===== config.mk =====
export PLATFORM = sky130hd
export DESIGN_NAME = wnss_cell
export DESIGN_NICKNAME = d
export VERILOG_FILES = /design/src/wnss_pkg.sv /design/src/wnss_cell.sv
export SDC_FILE = /design/constraint.sdc
export NUM_CORES = 1
export LEC_CHECK = 0
export BUFFER_PORTS_ARGS = -buffer_cell sky130_fd_sc_hd__buf_2
export CAP_MARGIN = 20
export CORE_AREA = 2 2 216 196
export DETAILED_ROUTE_END_ITERATION = 12
export DIE_AREA = 0 0 218 198
export PLACE_DENSITY = 0.81
export SLEW_MARGIN = 20
export SYNTH_ARGS = -nofsm -noshare
export SYNTH_HDL_FRONTEND = slang
export SYNTH_SLANG_ARGS = --single-unit

===== constraint.sdc =====
create_clock -name clk -period 8.7 [get_ports clk]
set_clock_uncertainty 0.2 [all_clocks]
set_input_delay 0.435 -clock clk [delete_from_list [all_inputs] [get_ports clk]]
set_output_delay 0.435 -clock clk [all_outputs]
set_load 0.03 [all_outputs]

===== src/wnss_pkg.sv =====
package wnss_pkg;

    localparam int MAX_NODES = 1024;
    localparam int IDX_W     = $clog2(MAX_NODES);
    localparam int CNT_W     = $clog2(MAX_NODES + 1);
    localparam int SUM_W     = 34;
    localparam int AXES      = 4;
    localparam int FIELD_W   = 16;
    localparam int NODE_W    = AXES * FIELD_W;

    localparam logic [1:0] MODE_INSERT = 2'd0;
    localparam logic [1:0] MODE_QUERY  = 2'd1;
    localparam logic [1:0] MODE_CLEAR  = 2'd2;

    localparam logic [1:0] REG_X_WEIGHT   = 2'd0;
    localparam logic [1:0] REG_Y_WEIGHT   = 2'd1;
    localparam logic [1:0] REG_YAW_WEIGHT = 2'd2;
    localparam logic [1:0] REG_VEL_WEIGHT = 2'd3;

    localparam logic [1:0] AXIS_YAW = 2'd2;

    localparam logic [15:0] X_WEIGHT_RST   = 16'd256;
    localparam logic [15:0] Y_WEIGHT_RST   = 16'd512;
    localparam logic [15:0] YAW_WEIGHT_RST = 16'd20861;
    localparam logic [15:0] VEL_WEIGHT_RST = 16'd6554;

    typedef struct packed {
        logic [1:0]         mode;
        logic signed [15:0] state_x;
        logic signed [15:0] state_y;
        logic signed [15:0] state_yaw;
        logic signed [15:0] state_vel;
    } in_item_t;

    typedef struct packed {
        logic [9:0]  node_index;
        logic [35:0] sq_distance;
        logic        found;
        logic        store_full;
    } out_item_t;

    // one node on its way down the cell chain; node packed {vel, yaw, y, x}
    typedef struct packed {
        logic              valid;
        logic              last;
        logic [IDX_W-1:0]  idx;
        logic [NODE_W-1:0] node;
        logic [SUM_W-1:0]  sum;
    } beat_t;

endpackage


===== src/wnss_cell.sv =====
module wnss_cell (
    input  logic                       clk,
    input  logic                       rst_n,
    input  logic [1:0]                 sel,
    input  logic [wnss_pkg::NODE_W-1:0] sample,
    input  logic [15:0]                weight,
    input  wnss_pkg::beat_t            beat_in,
    output wnss_pkg::beat_t            beat_out
);

    wnss_pkg::beat_t  s1_reg;
    logic [31:0]      prod_reg;
    wnss_pkg::beat_t  s2_reg;
    wnss_pkg::beat_t  s2_next;

    logic signed [16:0] diff;
    logic [15:0]        abs_diff;
    logic [31:0]        prod_next;
    logic [15:0]        norm;
    logic [31:0]        sq;
    logic [15:0]        node_f;
    logic [15:0]        samp_f;

    always_comb
    begin
        node_f    = beat_in.node[sel*wnss_pkg::FIELD_W +: wnss_pkg::FIELD_W];
        samp_f    = sample[sel*wnss_pkg::FIELD_W +: wnss_pkg::FIELD_W];
        diff      = {node_f[15], node_f} - {samp_f[15], samp_f};
        abs_diff  = diff[16] ? 16'(-diff) : diff[15:0];
        prod_next = 32'(abs_diff) * 32'(weight);
        // yaw is Q3.13, so drop five more bits to land on Q8.8
        norm      = (sel == wnss_pkg::AXIS_YAW) ? 16'(prod_reg >> 21) : prod_reg[31:16];
        sq        = 32'(norm) * 32'(norm);
        s2_next     = s1_reg;
        s2_next.sum = s1_reg.sum + wnss_pkg::SUM_W'(sq);
    end

    always_ff @(posedge clk or negedge rst_n)
    begin
        if (!rst_n)
        begin
            s1_reg   <= '0;
            prod_reg <= '0;
            s2_reg   <= '0;
        end
        else
        begin
            s1_reg   <= beat_in;
            prod_reg <= prod_next;
            s2_reg   <= s2_next;
        end
    end

    assign beat_out = s2_reg;

endmodule


Word-level counts from Yosys, hierarchy flattened
Cells that the tools add are included.
{"block": "totals", "reg_bits": 252, "inputBits": 194, "output_inout_bits": 110, "wordCells": 21}
{"block": "op_classes", "addsub": 3, "mul": 2, "n_eq_ne": 1, "n_shift": 2, "muxes": 2}
{"op": "64-bit by 7-bit variable part select with 16-bit output", "n": 2}
{"op": "16-bit by 16-bit multiplier with 32-bit output", "n": 2}
{"op": "34-bit by 32-bit adder with 34-bit output", "n": 1}
{"op": "16-bit 2-to-1 mux", "n": 2}
{"op": "16-bit by 16-bit subtractor with 17-bit output", "n": 1}
{"op": "16-bit negator", "n": 1}
{"op": "2-bit equality test (second input constant)", "n": 1}

Depth between registers and ports, before layout
Gate-level depths: netlist of the first run.
{"block": "depth", "depth_word": 5, "mapped_depth": 40, "ltp_nobuf": 37}

Worst setup path before layout of the first run
No wires, ideal clock.
{"block": "synth_timing", "kind": "in2reg", "start": "input port sel[0]", "end": "register prod_reg[30]", "setup_time_ns": 0.123, "t_arrival_ns": 9.902, "t_required_ns": 8.377, "slack_ns": -1.525, "cell_stages": 37, "n_path_buf": 3, "path_cell_list": "clkbuf_1 buf_1 mux4_2 ha_1 inv_1 fa_1 a211oi_1 o31ai_1 xor2_1 a2111oi_2 nand3_2 or4b_4 nor2_1 nor2_1 xor2_1 clkbuf_1 nand2_1 fa_1 fa_1 fa_1 inv_1 fa_1 fa_1 inv_1 fa_1 inv_1 ha_1 a211oi_1 o21bai_1 a211oi_1 o31ai_1 a221o_1 nand3_1 nand3_1 o21ai_0 nand2_1 xor2_1"}
{"block": "synth_between", "elab_chain_cells": 5, "word_cells_on_any_way": 6, "classes_between": "2 x add/sub; 1 x mul; 2 x shift; 1 x mux"}
{"element": "from (decl)", "line": "wnss_cell.sv:4", "text": "input logic [1:0] sel,"}
{"element": "64-bit by 7-bit variable part select with 16-bit output, on equally long branches", "line": "wnss_cell.sv:26, wnss_cell.sv:27"}
{"element": "16-bit by 16-bit subtractor with 17-bit output (*)", "line": "wnss_cell.sv:28", "text": "diff = {node_f[15], node_f} - {samp_f[15], samp_f};"}
{"element": "16-bit negator", "line": "wnss_cell.sv:29", "text": "abs_diff = diff[16] ? 16'(-diff) : diff[15:0];"}
{"element": "16-bit 2-to-1 mux (*)", "line": "wnss_cell.sv:29"}
{"element": "16-bit by 16-bit multiplier with 32-bit output (*)", "line": "wnss_cell.sv:30", "text": "prod_next = 32'(abs_diff) * 32'(weight);"}
{"element": "via prod_next[30]", "line": "wnss_cell.sv:18", "text": "logic [31:0] prod_next;"}
{"element": "to (signal assigned)", "line": "wnss_cell.sv:49", "text": "prod_reg <= prod_next;"}
{"element": "to (decl)", "line": "wnss_cell.sv:12", "text": "logic [31:0] prod_reg;"}
The timed path passes the listed nets; every way through them passes the cells marked *.

Worst setup path in the final report of the first run
{"block": "layout_timing", "start": "input port beat_in[73] (netlist bit)", "end": "register prod_reg[31]"}
{"block": "layout_between", "elab_chain_cells": 5}
{"element": "from (decl)", "line": "wnss_cell.sv:7", "text": "input wnss_pkg::beat_t beat_in,"}
{"element": "64-bit by 7-bit variable part select with 16-bit output (*)", "line": "wnss_cell.sv:26", "text": "node_f = beat_in.node[sel*wnss_pkg::FIELD_W +: wnss_pkg::FIELD_W];"}
{"element": "16-bit by 16-bit subtractor with 17-bit output (*)", "line": "wnss_cell.sv:28"}
{"element": "16-bit negator", "line": "wnss_cell.sv:29"}
{"element": "16-bit 2-to-1 mux (*)", "line": "wnss_cell.sv:29"}
{"element": "16-bit by 16-bit multiplier with 32-bit output (*)", "line": "wnss_cell.sv:30"}
{"element": "via prod_next[31]", "line": "wnss_cell.sv:18"}
Marked as above.

==> reports/results.ini, run 1 <==
[sta]
tightest_slew_ps = 858.5
period_needed_ps = 8823
setup_viol = 9
hold_viol = 0
post-route-period-util_pct = 101.4
setup_ws_ps = -122.7
rsz0062_at_grt = yes
fmax_mhz = 113.3
hold_ws_ps = 117.9
relSlewSlack_pct = 42.77
slew_violations = 0

[worst_setup_path]
critPathMaxFanout = 5
worst_setup_path_end_kind = flip-flop
crit_start = beat_in[73]
crit_slowest_cell = dlygate4sd3_1
crit_end = prod_reg[31]
regToRegStartpoint = prod_reg[25]
critPathLaunchType = input pin
required_ps = 8940
worstSetupPathType = input pin to flip-flop
crit_top_cell = fa_1
crit-reg2reg-capture = beat_out[32]
r2r_slack_ps = 760
critPathMaxStageDelay_ps = 570
crit_arrival_ps = 9060
r2r_cells = 22

[synth]
synth_top_cell_area_share_pct = 32.08
ys_types = 68
synthesis.area_um2 = 24270
yosysTopAreaCell = fa_1
ys_async_sr_fraction_pct = 100.0
yosysSeqAreaShare_pct = 24.33
synth-seq-cells = 236
synth_commonest_cells = inv_1 (559), fa_1 (389), dfrtp_1 (236)
synth_area_leaders = fa_1 (32%), dfrtp_1 (24%), ha_1 (11%)
yosys_warnings = 0
syn_nets = 3112
yosysMostFrequentCell = inv_1
syn_area_per_cell_um2 = 10.51
netlist_instances = 2310
synth_edf_count = 0
synth_ff_type = dfrtp_1

[final_layout]
n_fill_cell = 2652
drive_gt1_share_pct = 24.28
multi_input_area_um2 = 16630
final_nets = 3720
seq_area_um2 = 5906
areaGrowthSynthToFinish_pct = 26.05

[grt]
overflow = 0
antenna_found_initial = 2
grt_usage_pct = 32.02
grt_max_degree = 116
first_global_vias = 21030
grt_pass1_wl_um = 107500

[placement]
io_buffers = 303
dp_slack_ps = -787.2
hpwl_um = 50740
place.gp.congestion = 0.9785

[floorplanning]
die_area_um2 = 43160
core_um2 = 41220
start_util_pct = 58.88
rows = 71
die_h_um = 198
ios = 304
die_width_um = 218

[cts]
cts_tree = done
clock-root-buffer = clkbuf_16
clk_pin_slew_ps = 60
numCtsBuffers = 25
h-tree-depth = 1
cts_max_path_buffers = 3
cts_sinks = 236
insertion_delay_ps = 550

[run_status]
outcome = finished, violations left
violations = setup timing

[drt]
avgViaCountPerCell = 5.420
post-route-drc-count = 0
wl_um = 67810
dr.pass1.iters = 5
vias = 18900
first_iter_violations = 1496
drt.antenna.violating_nets = 0
detail_route.wl_per_cell_um = 19.45

[job]
max_cap_viol_count = 0

[worst_hold_path]
hold_path_class = flip-flop to flip-flop
holdPathStages = 0

## stage by stage
stage	util (%)	cell area [µm²]	instances	setup TNS [ps]
after floorplan	-	24480	2310	-3137
after global placement	67.57	27850	3291	-6846
after detailed placement	67.57	27850	3291	-9112
after CTS	73.03	30100	3465	0
after global routing	74.22	30590	3487	-2976
final	74.22	30590	3487	-711.8
## worst max-delay path, delay by kind of cell
family | cells | cell delay [ps]
buffers and inverters | 6 | 1080
adder cells (fa/ha/maj) | 8 | 3310
multiplexers | 1 | 490
AND/OR/NAND/NOR | 9 | 1670
XOR/XNOR | 2 | 380
AO/OA/AOI/OAI | 8 | 1680
## cell families after synthesis
kind of cell,count (synthesis),synth area share [%]
buffers and inverters,617,9.598
adders and majority gates,608,43.37
AOI/OAI and AO/OA,184,5.273
and+or+nand+nor,543,11.05
DFF,236,24.33
xor gates and xnor gates,73,2.665
muxes,49,3.712
## worst min path at each step
stage	from	endpoint	slack, ps
2_1_floorplan	rst_n	beat_out[0]	-60
3_3_place_gp	s1_reg[80]	beat_out[80]	130
3_5_place_dp	s1_reg[105]	beat_out[105]	130
4_1_cts	s1_reg[52]	beat_out[52]	110
5_1_grt	s1_reg[34]	beat_out[34]	120
6_report	s1_reg[52]	beat_out[52]	120
## placed cells by master (no fill, tap or decap), drive strengths merged, types with 52 or more instances in the layout
cell,Yosys,final
nor2,82,82
fa,389,389
inv,559,562
dfrtp,236,236
ha,219,219
and2,122,122
nand2,204,204
a21oi,52,52
dlygate4sd3,0,111
buf,10,524
## what timing repair did
item	4_1_cts	5_1_grt
hold buffers	111	0
pin swaps	16	48
endpoints found under the setup margin	12	13
buffers inserted	18	20
resized for setup	26	66
endpoints found under the hold margin	223	0
## layout make-up
type | instances | share of cell area, %
inverter | 563 | 6.907
antenna | 3 | 0.02454
multi-input combinational | 1457 | 54.36
clock buffer | 37 | 2.487
timing repair buffer | 635 | 14.33
tap | 547 | 2.237
clock inverter | 9 | 0.3435
sequential | 236 | 19.30
## layer usage
metal  global-route usage (%)  routed length [µm]  up-vias
met5                        0                  16        -
li1                         -                   -     8290
met2                    57.47               34550      861
met3                    4.839                4703      227
met1                    39.14               25470     9519
met4                    11.99                3071        2
Power of run 1 is not shown: default switching activity piles up to over one toggle a cycle in this logic, so the estimate is an artifact.
==> inputs of run 2 (changes only) <==
==> constraint.sdc (replaced) <==
create_clock -name clk -period 9.95 [get_ports clk]
set_clock_uncertainty 0.2 [all_clocks]
set_input_delay 0.4975 -clock clk [delete_from_list [all_inputs] [get_ports clk]]
set_output_delay 0.4975 -clock clk [all_outputs]
set_load 0.03 [all_outputs]
==> reports/results.ini, run 2 (synthesized netlist as in run 1, its figures left out) <==
[cts]
h-tree-depth = 1  ; unchanged
clock-root-buffer = clkbuf_16  ; unchanged
cts_tree = done  ; unchanged
cts_max_path_buffers = 3  ; unchanged
insertion_delay_ps = 550  ; about the same
numCtsBuffers = 24  ; was 25
cts_sinks = 236  ; unchanged
clk_pin_slew_ps = 60  ; about the same

[drt]
vias = 18130  ; was 18900
wl_um = 62820  ; was 67810 µm
avgViaCountPerCell = 5.484  ; was 5.420
post-route-drc-count = 0  ; unchanged
drt.antenna.violating_nets = 0  ; unchanged
detail_route.wl_per_cell_um = 19.00  ; was 19.45 µm
dr.pass1.iters = 5  ; unchanged
first_iter_violations = 1306  ; was 1496

[sta]
relSlewSlack_pct = 48.09  ; was 42.77%
hold_viol = 0  ; unchanged
slew_violations = 0  ; unchanged
setup_viol = 0  ; was 9
post-route-period-util_pct = 96.51
fmax_mhz = 104.1
period_needed_ps = 9603
tightest_slew_ps = 757.0  ; was 858.5 ps

[final_layout]
final_cell_mix = inv_1 (559), fa_1 (389), buf_2 (302)  ; was inv_1 (552), fa_1 (382), buf_2 (301)
seq_area_um2 = 5906  ; unchanged
multi_input_area_um2 = 16120  ; was 16630 µm²
n_fill_cell = 2891  ; was 2652
final_common_cell = inv_1  ; unchanged
final_nets = 3544  ; was 3720
drive_gt1_share_pct = 16.50  ; was 24.28%
final_cell_area_um2 = 28650  ; was 30590 µm²
areaGrowthSynthToFinish_pct = 18.03  ; was 26.05%

[worst_setup_path]
required_ps = 10150  ; was 8940 ps
critPathLaunchType = input pin  ; unchanged
critPathMaxFanout = 15  ; was 5
critPathMaxStageDelay_ps = 600  ; was 570 ps
crit_arrival_ps = 9810  ; was 9060 ps
crit_slowest_cell = or4b_4  ; was dlygate4sd3_1
path_delay_family = adder cells  ; unchanged
worst_setup_path_end_kind = flip-flop  ; unchanged
crit_top_cell = fa_1  ; unchanged
worstSetupPathType = input pin to flip-flop  ; unchanged
critPathBufInv = 6  ; unchanged

[placement]
hpwl_um = 48450  ; was 50740 µm
placed_cell_area_um2 = 26620  ; was 27850 µm²
io_buffers = 303  ; unchanged
place.gp.congestion = 0.9400  ; was 0.9785

[grt]
overflow = 0  ; unchanged
antenna_found_initial = 2  ; unchanged
grt_usage_pct = 30.40  ; was 32.02%
grt_max_degree = 85  ; was 116
first_global_vias = 20400  ; was 21030
grt_pass1_wl_um = 102700  ; was 107500 µm

[floorplanning]
rows = 71  ; unchanged
die_area_um2 = 43160  ; unchanged
core_um2 = 41220  ; unchanged
die_h_um = 198  ; unchanged
start_util_pct = 58.88  ; unchanged
die_width_um = 218  ; unchanged
ios = 304  ; unchanged

[worst_hold_path]
hold_path_class = flip-flop to flip-flop  ; unchanged

[run_status]
outcome = finished, final reports clean  ; was finished, violations left

[job]
max_cap_viol_count = 0  ; unchanged

-- run 2: worst paths after layout --
| kind | start | endpoint | slack (ps) | cells past startpoint |
|---|---|---|---|---|
| worst max-delay path | beat_in[83] | prod_reg[21] | 350 | 32 |
| worst min-delay path | s1_reg[53] | beat_out[53] | 130 | 0 |
| worst max register to register | prod_reg[24] | beat_out[32] | 1290 | 23 |
| worst min register to register | s1_reg[53] | beat_out[53] | 130 | 0 |
| max in group asynchronous | rst_n | s1_reg[65] | 7430 | 4 |
| min in group asynchronous | rst_n | beat_out[106] | 300 | 2 |
-- run 2: worst register-to-register path: cells and delay by family (launching register included) --
family | cells | cell delay [ps]
simple gates | 1 | 250
fa+ha+maj | 7 | 3370
compound gates | 9 | 2580
mux | 2 | 1010
flops | 1 | 490
buf+inv | 4 | 690
-- run 2: final cells by class --
type / instances / area share [%]
Inverter: 563 / 7.377
Sequential cell: 236 / 20.61
Tap cell: 547 / 2.389
Multi-Input combinational cell: 1457 / 56.28
Timing Repair Buffer: 460 / 10.50
Clock buffer: 35 / 2.490
Clock inverter: 6 / 0.3276
Antenna cell: 3 / 0.02621
-- run 2: metrics by stage --
stage               setup slack, ps  util, %  cells  TNS, ps  hold slack (ps)
floorplan                     43.08        -   2310        0            1.909
global placement              5.071    64.57   3150        0            131.2
detailed placement           -217.4    64.57   3150   -874.0            134.7
CTS                           113.2    69.23   3302        0            141.9
global route                 -30.72    69.50   3307   -30.72            151.6
finish                        347.3    69.50   3307        0            130.4
-- run 2: repair_timing --
action | CTS | global route
gates resized for setup | 0 | 16
setup endpoints to repair | 0 | 11
hold buffers | 111 | 0
endpoints found under the hold margin | 181 | 0
buffers inserted | 0 | 2
-- run 2: per-layer routing --
metal	wire, µm	up-vias	GRT usage, %	part of all wire, %
met2	32180	785	54.64	51
met3	4364	205	5.376	6.9
met5	0	-	0	0
met1	23700	9201	36.52	38
li1	-	7943	-	-
met4	2573	0	11.46	4.1
Power of run 2 is left out for the same reason.
==> inputs of run 3 (changes only) <==
--- a/config.mk
+++ b/config.mk
@@ -11,6 +11,7 @@
 export DETAILED_ROUTE_END_ITERATION = 12
 export DIE_AREA = 0 0 218 198
 export PLACE_DENSITY = 0.81
+export RECOVER_POWER = 50
 export SLEW_MARGIN = 20
 export SYNTH_ARGS = -nofsm -noshare
 export SYNTH_HDL_FRONTEND = slang
==> reports/results.ini, run 3 (synthesized netlist as in run 1, its figures left out) <==
[placement]
placed_cells = 3150  ; unchanged
place.gp.congestion = 0.9400  ; unchanged
hpwl_um = 48450  ; unchanged
io_buffers = 303  ; unchanged

[worst_setup_path]
crit_end = prod_reg[21]  ; unchanged
required_ps = 10150  ; about the same
critPathLaunchType = input pin  ; unchanged
crit_arrival_ps = 9810  ; about the same
crit_top_cell = fa_1  ; unchanged
r2r_cells = 23  ; unchanged
crit_slowest_cell = or4b_4  ; unchanged
worst_setup_path_end_kind = flip-flop  ; unchanged
crit_start = beat_in[83]  ; unchanged
r2r_slack_ps = 1330  ; was 1290 ps
worstSetupPathType = input pin to flip-flop  ; unchanged
crit-reg2reg-capture = beat_out[32]  ; unchanged
regToRegStartpoint = prod_reg[24]  ; unchanged
critPathMaxStageDelay_ps = 600  ; about the same
critPathMaxFanout = 15  ; unchanged

[sta]
setup_viol = 0  ; unchanged
post-route-period-util_pct = 96.56  ; was 96.51%
tightest_slew_ps = 3887  ; was 757.0 ps
slew_violations = 73  ; was 0
period_needed_ps = 9608  ; was 9603 ps
fmax_mhz = 104.1  ; about the same
relSlewSlack_pct = -159.1  ; was 48.09%
hold_viol = 0  ; unchanged
fin_tns_setup_ps = 0  ; unchanged

[grt]
first_global_vias = 20400  ; unchanged
grt_usage_pct = 30.40  ; unchanged
antenna_found_initial = 2  ; unchanged
overflow = 0  ; unchanged
grt_max_degree = 85  ; unchanged
grt_pass1_wl_um = 102700  ; unchanged

[final_layout]
stdcell_count = 3306  ; was 3307
final_nets = 3544  ; unchanged
drive_gt1_share_pct = 13.24  ; was 16.50%
areaGrowthSynthToFinish_pct = 17.51  ; was 18.03%
final_core_util_pct = 69.20  ; was 69.50%
final_cell_mix = inv_1 (559), fa_1 (389), dfrtp_1 (236)  ; was inv_1 (559), fa_1 (389), buf_2 (302)
final_common_cell = inv_1  ; unchanged

[floorplanning]
rows = 71  ; unchanged
start_util_pct = 58.88  ; unchanged
die_width_um = 218  ; unchanged
die_area_um2 = 43160  ; unchanged
die_h_um = 198  ; unchanged
core_um2 = 41220  ; unchanged
ios = 304  ; unchanged

[job]
max_cap_viol_count = 1  ; was 0

[worst_hold_path]
hold_path_class = flip-flop to flip-flop  ; unchanged
hold_path.startpoint = s1_reg[53]  ; unchanged
holdPathStages = 0  ; unchanged

[drt]
vias = 18100  ; was 18130
first_iter_violations = 1318  ; was 1306
drt.antenna.violating_nets = 0  ; unchanged
avgViaCountPerCell = 5.474  ; was 5.484
wl_um = 62960  ; was 62820 µm
post-route-drc-count = 0  ; unchanged
detail_route.wl_per_cell_um = 19.04  ; was 19.00 µm
dr.pass1.iters = 6  ; was 5

[cts]
clock-root-buffer = clkbuf_16  ; unchanged
cts_tree = done  ; unchanged
h-tree-depth = 1  ; unchanged
numCtsBuffers = 24  ; unchanged
cts_max_path_buffers = 3  ; unchanged
insertion_delay_ps = 550  ; about the same
clk_pin_slew_ps = 60  ; about the same
cts_sinks = 236  ; unchanged

[run_status]
violations = capacitance limit, slew limit
outcome = finished, violations left  ; was finished, final reports clean

## run 3: cell count changes in the layout (fill, tap and decap cells not counted), sizes merged
cell / previous run / this run
buf: 349 / 258
clkbuf: 35 / 126
diode: 3 / 2
## run 3: worst max-delay path: cells and delay by family
| kind | cells | cell delay, ps |
|---|---|---|
| xor gates and xnor gates | 3 | 590 |
| muxes | 1 | 520 |
| and+or+nand+nor | 11 | 2390 |
| adders and majority gates | 8 | 3880 |
| AOI/OAI and AO/OA | 3 | 810 |
| buffers and inverters | 6 | 1120 |
## run 3: cell type report
| class | instances | area (µm²) |
|---|---|---|
| diodes | 2 | 5.005 |
| clock buffers | 35 | 713.2 |
| clock inverters | 6 | 93.84 |
| fillers | 2949 | 12700 |
| inverters | 563 | 2113 |
| multi-input cells | 1457 | 16120 |
| flip-flops and latches | 236 | 5906 |
| well taps | 547 | 684.4 |
| repair buffers | 460 | 2884 |
## run 3: layer usage
layer / vias to the layer above / routed length, µm / global-route usage [%]
met2: 741 / 32370 / 54.64
met3: 192 / 4189 / 5.376
li1: 7937 / - / -
met5: - / 0 / 0
met1: 9226 / 23880 / 36.52
met4: 0 / 2514 / 11.46
## run 3: per-stage QoR
stage	hold slack (ps)	instance area (µm²)	setup WS [ps]
floorplan	1.909	24280	43.08
global placement	131.2	26620	5.071
detailed placement	134.7	26620	-217.4
CTS	141.9	28530	113.2
global route	153.1	28520	-42.13
finish	129.1	28520	342.3
## run 3: timing repair
action                     4_1_cts  5_1_grt
setup endpoints to repair        0       11
hold buffers                   111        0
gates resized for setup          0       16
buffers inserted                 0        2
hold endpoints to repair       181        0
## run 3: how the worst min path moves through the flow
stage / to
after detailed placement: beat_out[53]
final: beat_out[53]
after floorplan: beat_out[0]
after global placement: beat_out[59]
after CTS: beat_out[53]
after global routing: beat_out[69]
Power of run 3 is left out for the same reason.
